===== src/sv/alfr_pkg.sv =====
// Shared constants and types of the addressed length frame receiver.
// No dependencies; the parser, the reader, the top level and the bench import this package.
`default_nettype none

package alfr_pkg;

  localparam int BUFFER_DEPTH = 64;
  localparam int AW           = $clog2(BUFFER_DEPTH);
  localparam int BYTE_W       = 8;
  localparam int POS_W        = 6;
  localparam int OUT_TDATA_W  = 16;

  localparam logic [BYTE_W-1:0] HEADER_BYTE       = 8'hFF;
  localparam logic [BYTE_W-1:0] NODE_ADDR_RESET   = 8'h01;
  localparam logic [BYTE_W:0]   FRAME_OVERHEAD    = 9'd7;
  localparam logic [BYTE_W:0]   MAX_TOTAL         = 9'(BUFFER_DEPTH - 1);
  localparam logic [AW-1:0]     LEN_LO_POS        = AW'(2);
  localparam logic [AW-1:0]     LEN_HI_POS        = AW'(3);

  typedef enum logic [1:0] {
    PH_HUNT,
    PH_ADDR,
    PH_LEN,
    PH_BODY
  } phase_e;

  typedef enum logic [1:0] {
    RD_IDLE,
    RD_READ,
    RD_LOAD
  } rd_state_e;

  typedef struct packed {
    logic          start;
    logic [AW-1:0] count;
  } emit_req_t;

endpackage

`default_nettype wire


===== src/sv/alfr_ram.sv =====
// Generic single-write, single-read synchronous RAM with a registered read.
// Self-contained; used for the capture store of the frame receiver.
`default_nettype none

module alfr_ram #(
  parameter int WIDTH = 8,
  parameter int DEPTH = 64
) (
  input  wire logic                     clk_i,
  input  wire logic                     we_i,
  input  wire logic [$clog2(DEPTH)-1:0] waddr_i,
  input  wire logic [WIDTH-1:0]         wdata_i,
  input  wire logic                     re_i,
  input  wire logic [$clog2(DEPTH)-1:0] raddr_i,
  output logic      [WIDTH-1:0]         rdata_o
);

  logic [WIDTH-1:0] mem_q [DEPTH];
  logic [WIDTH-1:0] rdata_q;

  always_ff @(posedge clk_i) begin
    if (we_i) begin
      mem_q[waddr_i] <= wdata_i;
    end
    if (re_i) begin
      rdata_q <= mem_q[raddr_i];
    end
  end

  assign rdata_o = rdata_q;

endmodule

`default_nettype wire


===== src/sv/alfr_parser.sv =====
// Receive side: writes each byte into the capture store and tracks the frame.
// Depends on alfr_pkg; hands a completed frame length to the readout unit.
`default_nettype none

module alfr_parser import alfr_pkg::*; (
  input  wire logic              clk_i,
  input  wire logic              rst_ni,
  input  wire logic              cfg_we_i,
  input  wire logic [BYTE_W-1:0] cfg_wdata_i,
  input  wire logic              rx_valid_i,
  input  wire logic [BYTE_W-1:0] rx_byte_i,
  output logic                   ram_we_o,
  output logic      [AW-1:0]     ram_waddr_o,
  output logic      [BYTE_W-1:0] ram_wdata_o,
  output emit_req_t              emit_o
);

  phase_e            phase_q, phase_d;
  logic [AW-1:0]     wp_q, wp_d;
  logic [AW-1:0]     exp_q, exp_d;
  logic [BYTE_W-1:0] len_lo_q, len_lo_d;
  logic [BYTE_W-1:0] node_addr_q;
  logic [AW-1:0]     wp_inc;
  logic [BYTE_W:0]   total;
  logic              too_long;

  assign wp_inc   = wp_q + 1'b1;
  assign total    = {1'b0, len_lo_q} + FRAME_OVERHEAD;
  // The high length byte alone already pushes the total past the store depth.
  assign too_long = (rx_byte_i != '0) || (total > MAX_TOTAL);

  assign ram_we_o    = rx_valid_i;
  assign ram_waddr_o = wp_q;
  assign ram_wdata_o = rx_byte_i;

  always_comb begin
    phase_d      = phase_q;
    wp_d         = wp_q;
    exp_d        = exp_q;
    len_lo_d     = len_lo_q;
    emit_o.start = 1'b0;
    emit_o.count = exp_q;
    if (rx_valid_i) begin
      wp_d = wp_inc;
      unique case (phase_q)
        PH_HUNT: begin
          if (rx_byte_i == HEADER_BYTE) begin
            phase_d = PH_ADDR;
          end else begin
            wp_d = '0;
          end
        end
        PH_ADDR: begin
          if (rx_byte_i == node_addr_q) begin
            phase_d = PH_LEN;
          end else begin
            wp_d    = '0;
            phase_d = PH_HUNT;
          end
        end
        PH_LEN: begin
          if (wp_q == LEN_LO_POS) begin
            len_lo_d = rx_byte_i;
          end else if (wp_q == LEN_HI_POS) begin
            if (too_long) begin
              wp_d    = '0;
              phase_d = PH_HUNT;
            end else begin
              exp_d   = total[AW-1:0];
              phase_d = PH_BODY;
            end
          end
        end
        PH_BODY: begin
          if (wp_inc == exp_q) begin
            emit_o.start = 1'b1;
            wp_d         = '0;
            exp_d        = '0;
            phase_d      = PH_HUNT;
          end
        end
        default: begin
          phase_d = PH_HUNT;
        end
      endcase
    end
  end

  always_ff @(posedge clk_i or negedge rst_ni) begin
    if (!rst_ni) begin
      phase_q     <= PH_HUNT;
      wp_q        <= '0;
      exp_q       <= '0;
      node_addr_q <= NODE_ADDR_RESET;
    end else begin
      phase_q <= phase_d;
      wp_q    <= wp_d;
      exp_q   <= exp_d;
      if (cfg_we_i) begin
        node_addr_q <= cfg_wdata_i;
      end
    end
  end

  always_ff @(posedge clk_i) begin
    len_lo_q <= len_lo_d;
  end

endmodule

`default_nettype wire


===== src/sv/alfr_reader.sv =====
// Readout side: reads a completed frame out of the capture store, byte by byte,
// into the output register. Depends on alfr_pkg.
`default_nettype none

module alfr_reader import alfr_pkg::*; (
  input  wire logic              clk_i,
  input  wire logic              rst_ni,
  input  emit_req_t              emit_i,
  output logic                   busy_o,
  output logic                   ram_re_o,
  output logic      [AW-1:0]     ram_raddr_o,
  input  wire logic [BYTE_W-1:0] ram_rdata_i,
  output logic                   out_valid_o,
  input  wire logic              out_ready_i,
  output logic      [BYTE_W-1:0] out_byte_o,
  output logic      [POS_W-1:0]  out_pos_o,
  output logic                   out_last_o
);

  rd_state_e         state_q, state_d;
  logic [AW-1:0]     k_q, k_d;
  logic [AW-1:0]     n_q, n_d;
  logic              valid_q, valid_d;
  logic [BYTE_W-1:0] byte_q;
  logic [POS_W-1:0]  pos_q;
  logic              last_q;
  logic              slot_free;
  logic              is_last;
  logic              load;

  assign slot_free = !valid_q || out_ready_i;
  assign is_last   = (k_q == n_q - 1'b1);

  always_comb begin
    state_d = state_q;
    unique case (state_q)
      RD_IDLE: if (emit_i.start) state_d = RD_READ;
      RD_READ: state_d = RD_LOAD;
      RD_LOAD: begin
        if (slot_free) begin
          state_d = is_last ? RD_IDLE : RD_READ;
        end
      end
      default: state_d = RD_IDLE;
    endcase
  end

  always_comb begin
    k_d         = k_q;
    n_d         = n_q;
    ram_re_o    = 1'b0;
    load        = 1'b0;
    busy_o      = (state_q != RD_IDLE);
    ram_raddr_o = k_q;
    unique case (state_q)
      RD_IDLE: begin
        if (emit_i.start) begin
          k_d = '0;
          n_d = emit_i.count;
        end
      end
      RD_READ: ram_re_o = 1'b1;
      RD_LOAD: begin
        if (slot_free) begin
          load = 1'b1;
          k_d  = k_q + 1'b1;
        end
      end
      default: ;
    endcase
    valid_d = load ? 1'b1 : (out_ready_i ? 1'b0 : valid_q);
  end

  always_ff @(posedge clk_i or negedge rst_ni) begin
    if (!rst_ni) begin
      state_q <= RD_IDLE;
      k_q     <= '0;
      n_q     <= '0;
      valid_q <= 1'b0;
    end else begin
      state_q <= state_d;
      k_q     <= k_d;
      n_q     <= n_d;
      valid_q <= valid_d;
    end
  end

  always_ff @(posedge clk_i) begin
    if (load) begin
      byte_q <= ram_rdata_i;
      pos_q  <= POS_W'(k_q);
      last_q <= is_last;
    end
  end

  assign out_valid_o = valid_q;
  assign out_byte_o  = byte_q;
  assign out_pos_o   = pos_q;
  assign out_last_o  = last_q;

endmodule

`default_nettype wire


===== src/sv/addressed_length_frame_receiver_core.sv =====
// Top level of the addressed length frame receiver.
// Depends on alfr_pkg, alfr_ram, alfr_parser and alfr_reader.
//
// Usage:
// The slave stream carries one received serial byte per request. A frame is
// 0xFF, the node address, a little-endian 16-bit length, then the body; its
// total size is the length plus 7 bytes. A frame too large for the store, a
// bad header byte or a foreign address sends the receiver back to hunting.
// Every byte is written into a 64-entry capture RAM at the current position.
// While receiving, one byte is taken per cycle.
// When the final byte of a frame is accepted, the frame is read back from the
// RAM and sent on the master stream, one request per byte: tdata carries the
// byte and its position in the frame, tlast marks the final byte. Each byte
// is fetched in a RAM read state, then loaded into the output register in a
// load state that waits while that register holds a byte not yet taken. The
// input is held off for the whole readout, which uses the single RAM read
// port; s_tready_o is low until the last byte sits in the output register. A
// stalled receiver holds the output register and the readout waits. After
// reset the receiver hunts for a header, the node address is 1, and the RAM
// contents are unknown, which is harmless since only entries written in the
// current frame are read. The cfg port writes the node address.
`default_nettype none

module addressed_length_frame_receiver_core import alfr_pkg::*; (
  input  wire logic                   clk_i,
  input  wire logic                   rst_ni,
  input  wire logic                   cfg_we_i,
  input  wire logic [BYTE_W-1:0]      cfg_wdata_i,
  input  wire logic                   s_tvalid_i,
  output logic                        s_tready_o,
  input  wire logic [BYTE_W-1:0]      s_tdata_i,   // [7:0] rx_byte
  output logic                        m_tvalid_o,
  input  wire logic                   m_tready_i,
  output logic      [OUT_TDATA_W-1:0] m_tdata_o,   // [7:0] frame_byte, [13:8] byte_position
  output logic                        m_tlast_o    // last_of_frame
);

  emit_req_t         emit;
  logic              busy;
  logic              rx_accept;
  logic              ram_we;
  logic [AW-1:0]     ram_waddr;
  logic [BYTE_W-1:0] ram_wdata;
  logic              ram_re;
  logic [AW-1:0]     ram_raddr;
  logic [BYTE_W-1:0] ram_rdata;
  logic [BYTE_W-1:0] out_byte;
  logic [POS_W-1:0]  out_pos;

  // Input is blocked for the whole readout so the RAM never sees a write
  // and a read of the same frame at once.
  assign s_tready_o = !busy;
  assign rx_accept  = s_tvalid_i && s_tready_o;

  alfr_parser u_parser (
    .clk_i       (clk_i),
    .rst_ni      (rst_ni),
    .cfg_we_i    (cfg_we_i),
    .cfg_wdata_i (cfg_wdata_i),
    .rx_valid_i  (rx_accept),
    .rx_byte_i   (s_tdata_i),
    .ram_we_o    (ram_we),
    .ram_waddr_o (ram_waddr),
    .ram_wdata_o (ram_wdata),
    .emit_o      (emit)
  );

  alfr_ram #(
    .WIDTH (BYTE_W),
    .DEPTH (BUFFER_DEPTH)
  ) u_store (
    .clk_i   (clk_i),
    .we_i    (ram_we),
    .waddr_i (ram_waddr),
    .wdata_i (ram_wdata),
    .re_i    (ram_re),
    .raddr_i (ram_raddr),
    .rdata_o (ram_rdata)
  );

  alfr_reader u_reader (
    .clk_i       (clk_i),
    .rst_ni      (rst_ni),
    .emit_i      (emit),
    .busy_o      (busy),
    .ram_re_o    (ram_re),
    .ram_raddr_o (ram_raddr),
    .ram_rdata_i (ram_rdata),
    .out_valid_o (m_tvalid_o),
    .out_ready_i (m_tready_i),
    .out_byte_o  (out_byte),
    .out_pos_o   (out_pos),
    .out_last_o  (m_tlast_o)
  );

  assign m_tdata_o = {{(OUT_TDATA_W - POS_W - BYTE_W){1'b0}}, out_pos, out_byte};

  // A completed frame must shut the input for the readout that follows.
  assert property (@(posedge clk_i) disable iff (!rst_ni)
    emit.start |=> !s_tready_o)
    else $error("input not held off after frame completion");

  // The capture RAM is never written and read in the same cycle.
  assert property (@(posedge clk_i) disable iff (!rst_ni)
    !(ram_we && ram_re))
    else $error("capture RAM written during readout");

  // A completed frame always holds at least the header, address and length.
  assert property (@(posedge clk_i) disable iff (!rst_ni)
    emit.start |-> (emit.count > LEN_HI_POS))
    else $error("completed frame shorter than its header");

endmodule

`default_nettype wire


===== config.mk =====
export PLATFORM = sky130hd
export DESIGN_NAME = addressed_length_frame_receiver_core
export DESIGN_NICKNAME = d
export VERILOG_FILES = /design/src/sv/alfr_pkg.sv /design/src/sv/alfr_ram.sv /design/src/sv/alfr_parser.sv /design/src/sv/alfr_reader.sv /design/src/sv/addressed_length_frame_receiver_core.sv
export SDC_FILE = /design/constraint.sdc
export NUM_CORES = 1
export LEC_CHECK = 0
export BUFFER_PORTS_ARGS = -buffer_cell sky130_fd_sc_hd__buf_2
export CORE_MARGIN = 4
export CORE_UTILIZATION = 60
export DETAILED_ROUTE_END_ITERATION = 6
export PLACE_DENSITY = 0.81
export SETUP_SLACK_MARGIN = 0.3
export SYNTH_ARGS = -nofsm -noshare
export SYNTH_HDL_FRONTEND = slang
export SYNTH_SLANG_ARGS = --single-unit

===== constraint.sdc =====
create_clock -name clk_i -period 5.6 [get_ports clk_i]
set_input_delay 0.28 -clock clk_i [delete_from_list [all_inputs] [get_ports clk_i]]
set_output_delay 0.28 -clock clk_i [all_outputs]
set_load 0.005 [all_outputs]

==> impl_metrics.prom <==
# TYPE chip_impl_metric gauge
chip_impl_info{name="status",value="finished, final reports clean"} 1
chip_impl_metric{name="final-hold-violation-count",unit=""} 0
chip_impl_metric{name="postLayoutSetupSlackWorst",unit="ns"} 2.06
chip_impl_metric{name="total_design_power",unit="mW"} 11.6
chip_impl_metric{name="irDropWorstVdd",unit="µV"} 342
chip_impl_metric{name="route.antenna.remaining_nets",unit=""} 0
chip_impl_metric{name="route.met2.wl",unit="mm"} 26.5
chip_impl_metric{name="worstMarginPinSlew",unit="ns"} 1.16
chip_impl_metric{name="m1WireLength",unit="mm"} 18.5
chip_impl_info{name="cts_tree",value="built"} 1
chip_impl_metric{name="floorplan.die.height",unit="µm"} 204
chip_impl_metric{name="fin_skew",unit="ns"} 0.0307
chip_impl_info{name="yosysMostFrequentCell",value="sky130_fd_sc_hd__edfxtp_1"} 1
chip_impl_metric{name="total_number_of_clock_tree_sinks",unit=""} 580
chip_impl_metric{name="numPlacedInstances",unit=""} 1607
chip_impl_metric{name="area_growth_syn_to_layout",unit="%"} 11.4
chip_impl_info{name="crit_path_start",value="u_reader.ram_raddr_o[0]"} 1
chip_impl_metric{name="final_cells",unit=""} 1721
chip_impl_metric{name="ys_seq_elements",unit=""} 580
chip_impl_metric{name="viasPerCell",unit=""} 6.62
chip_impl_metric{name="critical_path_peak_fanout",unit=""} 42
chip_impl_metric{name="routed_wirelength",unit="mm"} 51.9
chip_impl_metric{name="ctsHtreeMaxLevel",unit=""} 2
chip_impl_metric{name="coreArea",unit="mm²"} 0.0377
chip_impl_info{name="top_cells_by_area_synth",value="sky130_fd_sc_hd__edfxtp_1 71%, sky130_fd_sc_hd__mux4_2 16%, sky130_fd_sc_hd__dfrtp_1 3.9%"} 1
chip_impl_metric{name="initial_utilization",unit=""} 0.609
chip_impl_metric{name="timing.final.max_slew_violations",unit=""} 0
chip_impl_metric{name="achievable-frequency",unit="GHz"} 0.283
chip_impl_info{name="holdCritStartpoint",value="cfg_we_i"} 1
chip_impl_metric{name="period_needed",unit="ns"} 3.54
chip_impl_metric{name="clk_path_buf_depth",unit=""} 3
chip_impl_metric{name="pin_count_of_the_biggest_net_entering_global_routing",unit=""} 69
chip_impl_metric{name="post_cts.resized_instances",unit=""} 0
chip_impl_metric{name="syn-instance-count",unit=""} 1098
chip_impl_metric{name="worstPathRequired",unit="ns"} 5.91
chip_impl_metric{name="synthDominantCellAreaShare",unit=""} 0.710
chip_impl_info{name="clk_root_buffer_cell",value="sky130_fd_sc_hd__clkbuf_16"} 1
chip_impl_metric{name="globalRoute.totalOverflow",unit=""} 0
chip_impl_metric{name="grt_pass1_wl",unit="mm"} 78.4
chip_impl_metric{name="synth_area_per_inst",unit="µm²"} 20.9
chip_impl_metric{name="grt_pass1_vias",unit=""} 11600
chip_impl_metric{name="filler_cell_count",unit=""} 2228
chip_impl_info{name="grt_setup_unrepaired",value="no"} 1
chip_impl_metric{name="final_cell_area",unit="mm²"} 0.0256
chip_impl_metric{name="place.port_buffers",unit=""} 37
chip_impl_info{name="topRoutingLayerUsed",value="met4"} 1
chip_impl_metric{name="postPlaceCellArea",unit="mm²"} 0.0237
chip_impl_metric{name="std_cell_rows",unit=""} 71
chip_impl_metric{name="final_net_count",unit=""} 1190
chip_impl_metric{name="number_of_vias_after_detailed_routing",unit=""} 11400
chip_impl_metric{name="post-dp-hpwl",unit="mm"} 30.0
chip_impl_metric{name="pwr_density_cell",unit="mW/mm²"} 453
chip_impl_metric{name="die_width",unit="µm"} 204
chip_impl_info{name="synth_flop_cell",value="sky130_fd_sc_hd__edfxtp_1"} 1
chip_impl_metric{name="cts.reportedPaths.clkPinSlew",unit="ns"} 0.07
chip_impl_metric{name="finalSetupViolations",unit=""} 0
chip_impl_metric{name="netlist-cell-type-count",unit=""} 52
chip_impl_metric{name="synth_warnings",unit=""} 0
chip_impl_metric{name="detail_route.wl_per_cell",unit="µm"} 30.2
chip_impl_info{name="critical_path.reg2reg.startpoint",value="u_reader.ram_raddr_o[0]"} 1
chip_impl_metric{name="synth_area",unit="mm²"} 0.0230
chip_impl_info{name="synthDominantAreaCellType",value="sky130_fd_sc_hd__edfxtp_1"} 1
chip_impl_info{name="type_of_element_capturing_the_critical_path",value="flop"} 1
chip_impl_metric{name="cts_inserted_buffers",unit=""} 56
chip_impl_metric{name="dp_slack",unit="ns"} 2.03
chip_impl_info{name="startpoint_type",value="flop"} 1
chip_impl_metric{name="drt-pass1-iter-count",unit=""} 6
chip_impl_metric{name="critPathArrivalTime",unit="ns"} 3.85
chip_impl_metric{name="antenna_fix_cells",unit=""} 0
chip_impl_metric{name="grt_antenna_before_repair",unit=""} 0
chip_impl_metric{name="final_layout_size_suffix_gt1_frac",unit=""} 0.269
chip_impl_metric{name="max_slew_margin",unit=""} 0.221
chip_impl_metric{name="ys_async_sr_fraction",unit=""} 0.0638
chip_impl_info{name="worst-setup-path-type",value="reg2reg"} 1
chip_impl_info{name="min_path_type",value="in2reg"} 1
chip_impl_metric{name="detailroute.wirelength.met3",unit="mm"} 5.13
chip_impl_metric{name="clk-insertion-delay-late",unit="ns"} 0.60
chip_impl_metric{name="post_cts_buffers",unit=""} 0
chip_impl_metric{name="design.die.area",unit="mm²"} 0.0415
chip_impl_metric{name="drv_cap",unit=""} 0
chip_impl_metric{name="timing.setup.tns",unit="ns"} 0
chip_impl_metric{name="ys_seq_area_frac",unit=""} 0.751
chip_impl_info{name="synthTopCellsByCount",value="543 x sky130_fd_sc_hd__edfxtp_1, 166 x sky130_fd_sc_hd__mux4_2, 82 x sky130_fd_sc_hd__nor2_1"} 1
chip_impl_metric{name="remaining_drc_errors",unit=""} 0
chip_impl_metric{name="globalplace.congestion",unit=""} 0.831
chip_impl_metric{name="gr-usage-all-layers",unit=""} 0.259
chip_impl_metric{name="pin_count",unit=""} 40
chip_impl_metric{name="initialDrtViolationCount",unit=""} 1888
chip_impl_metric{name="synth_enable_flop_cells",unit=""} 543
chip_impl_metric{name="final.period_utilization",unit=""} 0.632
chip_impl_metric{name="cellLeakagePower",unit="nW"} 8.11
-- timing repair --
item,in CTS,in global routing
hold buffers,10,0
endpoints found under the setup margin,0,0
hold endpoints to repair,45,0
-- through the flow --
stage               hold WS (ns)  utilization
global placement           0.409        0.629
detailed placement         0.412        0.629
global route              0.0819        0.679
finish                     0.101        0.679
floorplan                -0.0156            -
CTS                       0.0739        0.679
-- worst paths after layout --
kind	endpoint	slack, ns	depth (start not counted)
min in group asynchronous	u_reader.ram_raddr_o[2]	0.35	2
min reg2reg	u_reader.out_byte_o[2]	0.42	0
min	u_parser.node_addr_q[1]	0.10	2
max reg2reg	u_store.rdata_o[6]	2.06	5
max in group asynchronous	u_reader.ram_raddr_o[0]	4.61	2
max	u_store.rdata_o[6]	2.06	5
-- critical path, stage by stage, from the launching register on --
cell	delay, ns
sky130_fd_sc_hd__dfrtp_4	0.97
sky130_fd_sc_hd__buf_4	0.49
sky130_fd_sc_hd__mux4_2	0.62
sky130_fd_sc_hd__mux4_2	0.49
sky130_fd_sc_hd__a211oi_1	0.52
sky130_fd_sc_hd__a21oi_1	0.11
-- registers in the layout (all words and copies together), names as in the netlist, 8 cells and up --
| signal | flops |
|---|---|
| u_parser.node_addr_q | 8 |
| u_parser.len_lo_q | 8 |
| u_reader.out_byte_o | 8 |
| u_store.mem_q | 512 |
| u_store.rdata_o | 8 |
-- metal layers --
metal / up-vias / track usage
li1: 4629 / -
met3: 115 / 0.0434
met4: 0 / 0.0809
met5: - / 0
met1: 5881 / 0.364
met2: 769 / 0.428
-- where the power goes --
group	internal, mW	switching [mW]
clock	2.14	1.58
combinational	1.36	1.37
sequential	4.91	0.219
-- cell families after synthesis --
logic type | synth area share
flops | 0.751
buf+inv | 0.0165
simple gates | 0.0346
xor+xnor | 0.0122
mux | 0.170
other cells | 0.000163
compound gates | 0.0127
fa+ha+maj | 0.00273
-- final cells by class --
| class | instances | area, µm² | area share |
|---|---|---|---|
| Tap cell | 511 | 639 | 0.0250 |
| Multi-Input combinational cell | 438 | 5360 | 0.209 |
| Timing Repair Buffer | 68 | 468 | 0.0183 |
| Inverter | 20 | 75.1 | 0.00293 |
| Sequential cell | 580 | 17200 | 0.674 |
| Clock inverter | 37 | 342 | 0.0134 |
| Clock buffer | 67 | 1460 | 0.0572 |
-- cell usage in the layout (no fill, tap or decap), types with 3 or more instances in the layout --
cell type	count
sky130_fd_sc_hd__or3_1	5
sky130_fd_sc_hd__edfxtp_1	543
sky130_fd_sc_hd__inv_6	3
sky130_fd_sc_hd__nor2_1	82
sky130_fd_sc_hd__mux2_2	8
sky130_fd_sc_hd__mux2_1	3
sky130_fd_sc_hd__xor2_1	21
sky130_fd_sc_hd__mux4_2	166
sky130_fd_sc_hd__ha_1	5
sky130_fd_sc_hd__mux2i_1	5
sky130_fd_sc_hd__nor2b_1	5
sky130_fd_sc_hd__nand3_1	14
sky130_fd_sc_hd__dlygate4sd3_1	10
sky130_fd_sc_hd__o22ai_1	7
sky130_fd_sc_hd__inv_2	3
sky130_fd_sc_hd__a21oi_1	8
sky130_fd_sc_hd__buf_4	19
sky130_fd_sc_hd__clkbuf_1	10
sky130_fd_sc_hd__o21ai_1	6
sky130_fd_sc_hd__nor4_1	5
sky130_fd_sc_hd__bufinv_16	6
sky130_fd_sc_hd__dfrtp_1	33
sky130_fd_sc_hd__clkbuf_16	57
sky130_fd_sc_hd__xnor2_1	11
sky130_fd_sc_hd__o21ai_0	4
sky130_fd_sc_hd__nand4_1	8
sky130_fd_sc_hd__clkinv_1	14
sky130_fd_sc_hd__nor3_1	7
sky130_fd_sc_hd__o211ai_1	4
sky130_fd_sc_hd__buf_2	37
sky130_fd_sc_hd__nand2_1	28
sky130_fd_sc_hd__nand2b_1	5
sky130_fd_sc_hd__inv_1	17
sky130_fd_sc_hd__clkinvlp_4	5
sky130_fd_sc_hd__or2_2	4
sky130_fd_sc_hd__clkinv_2	9
Power figures use the tool's default switching activity.
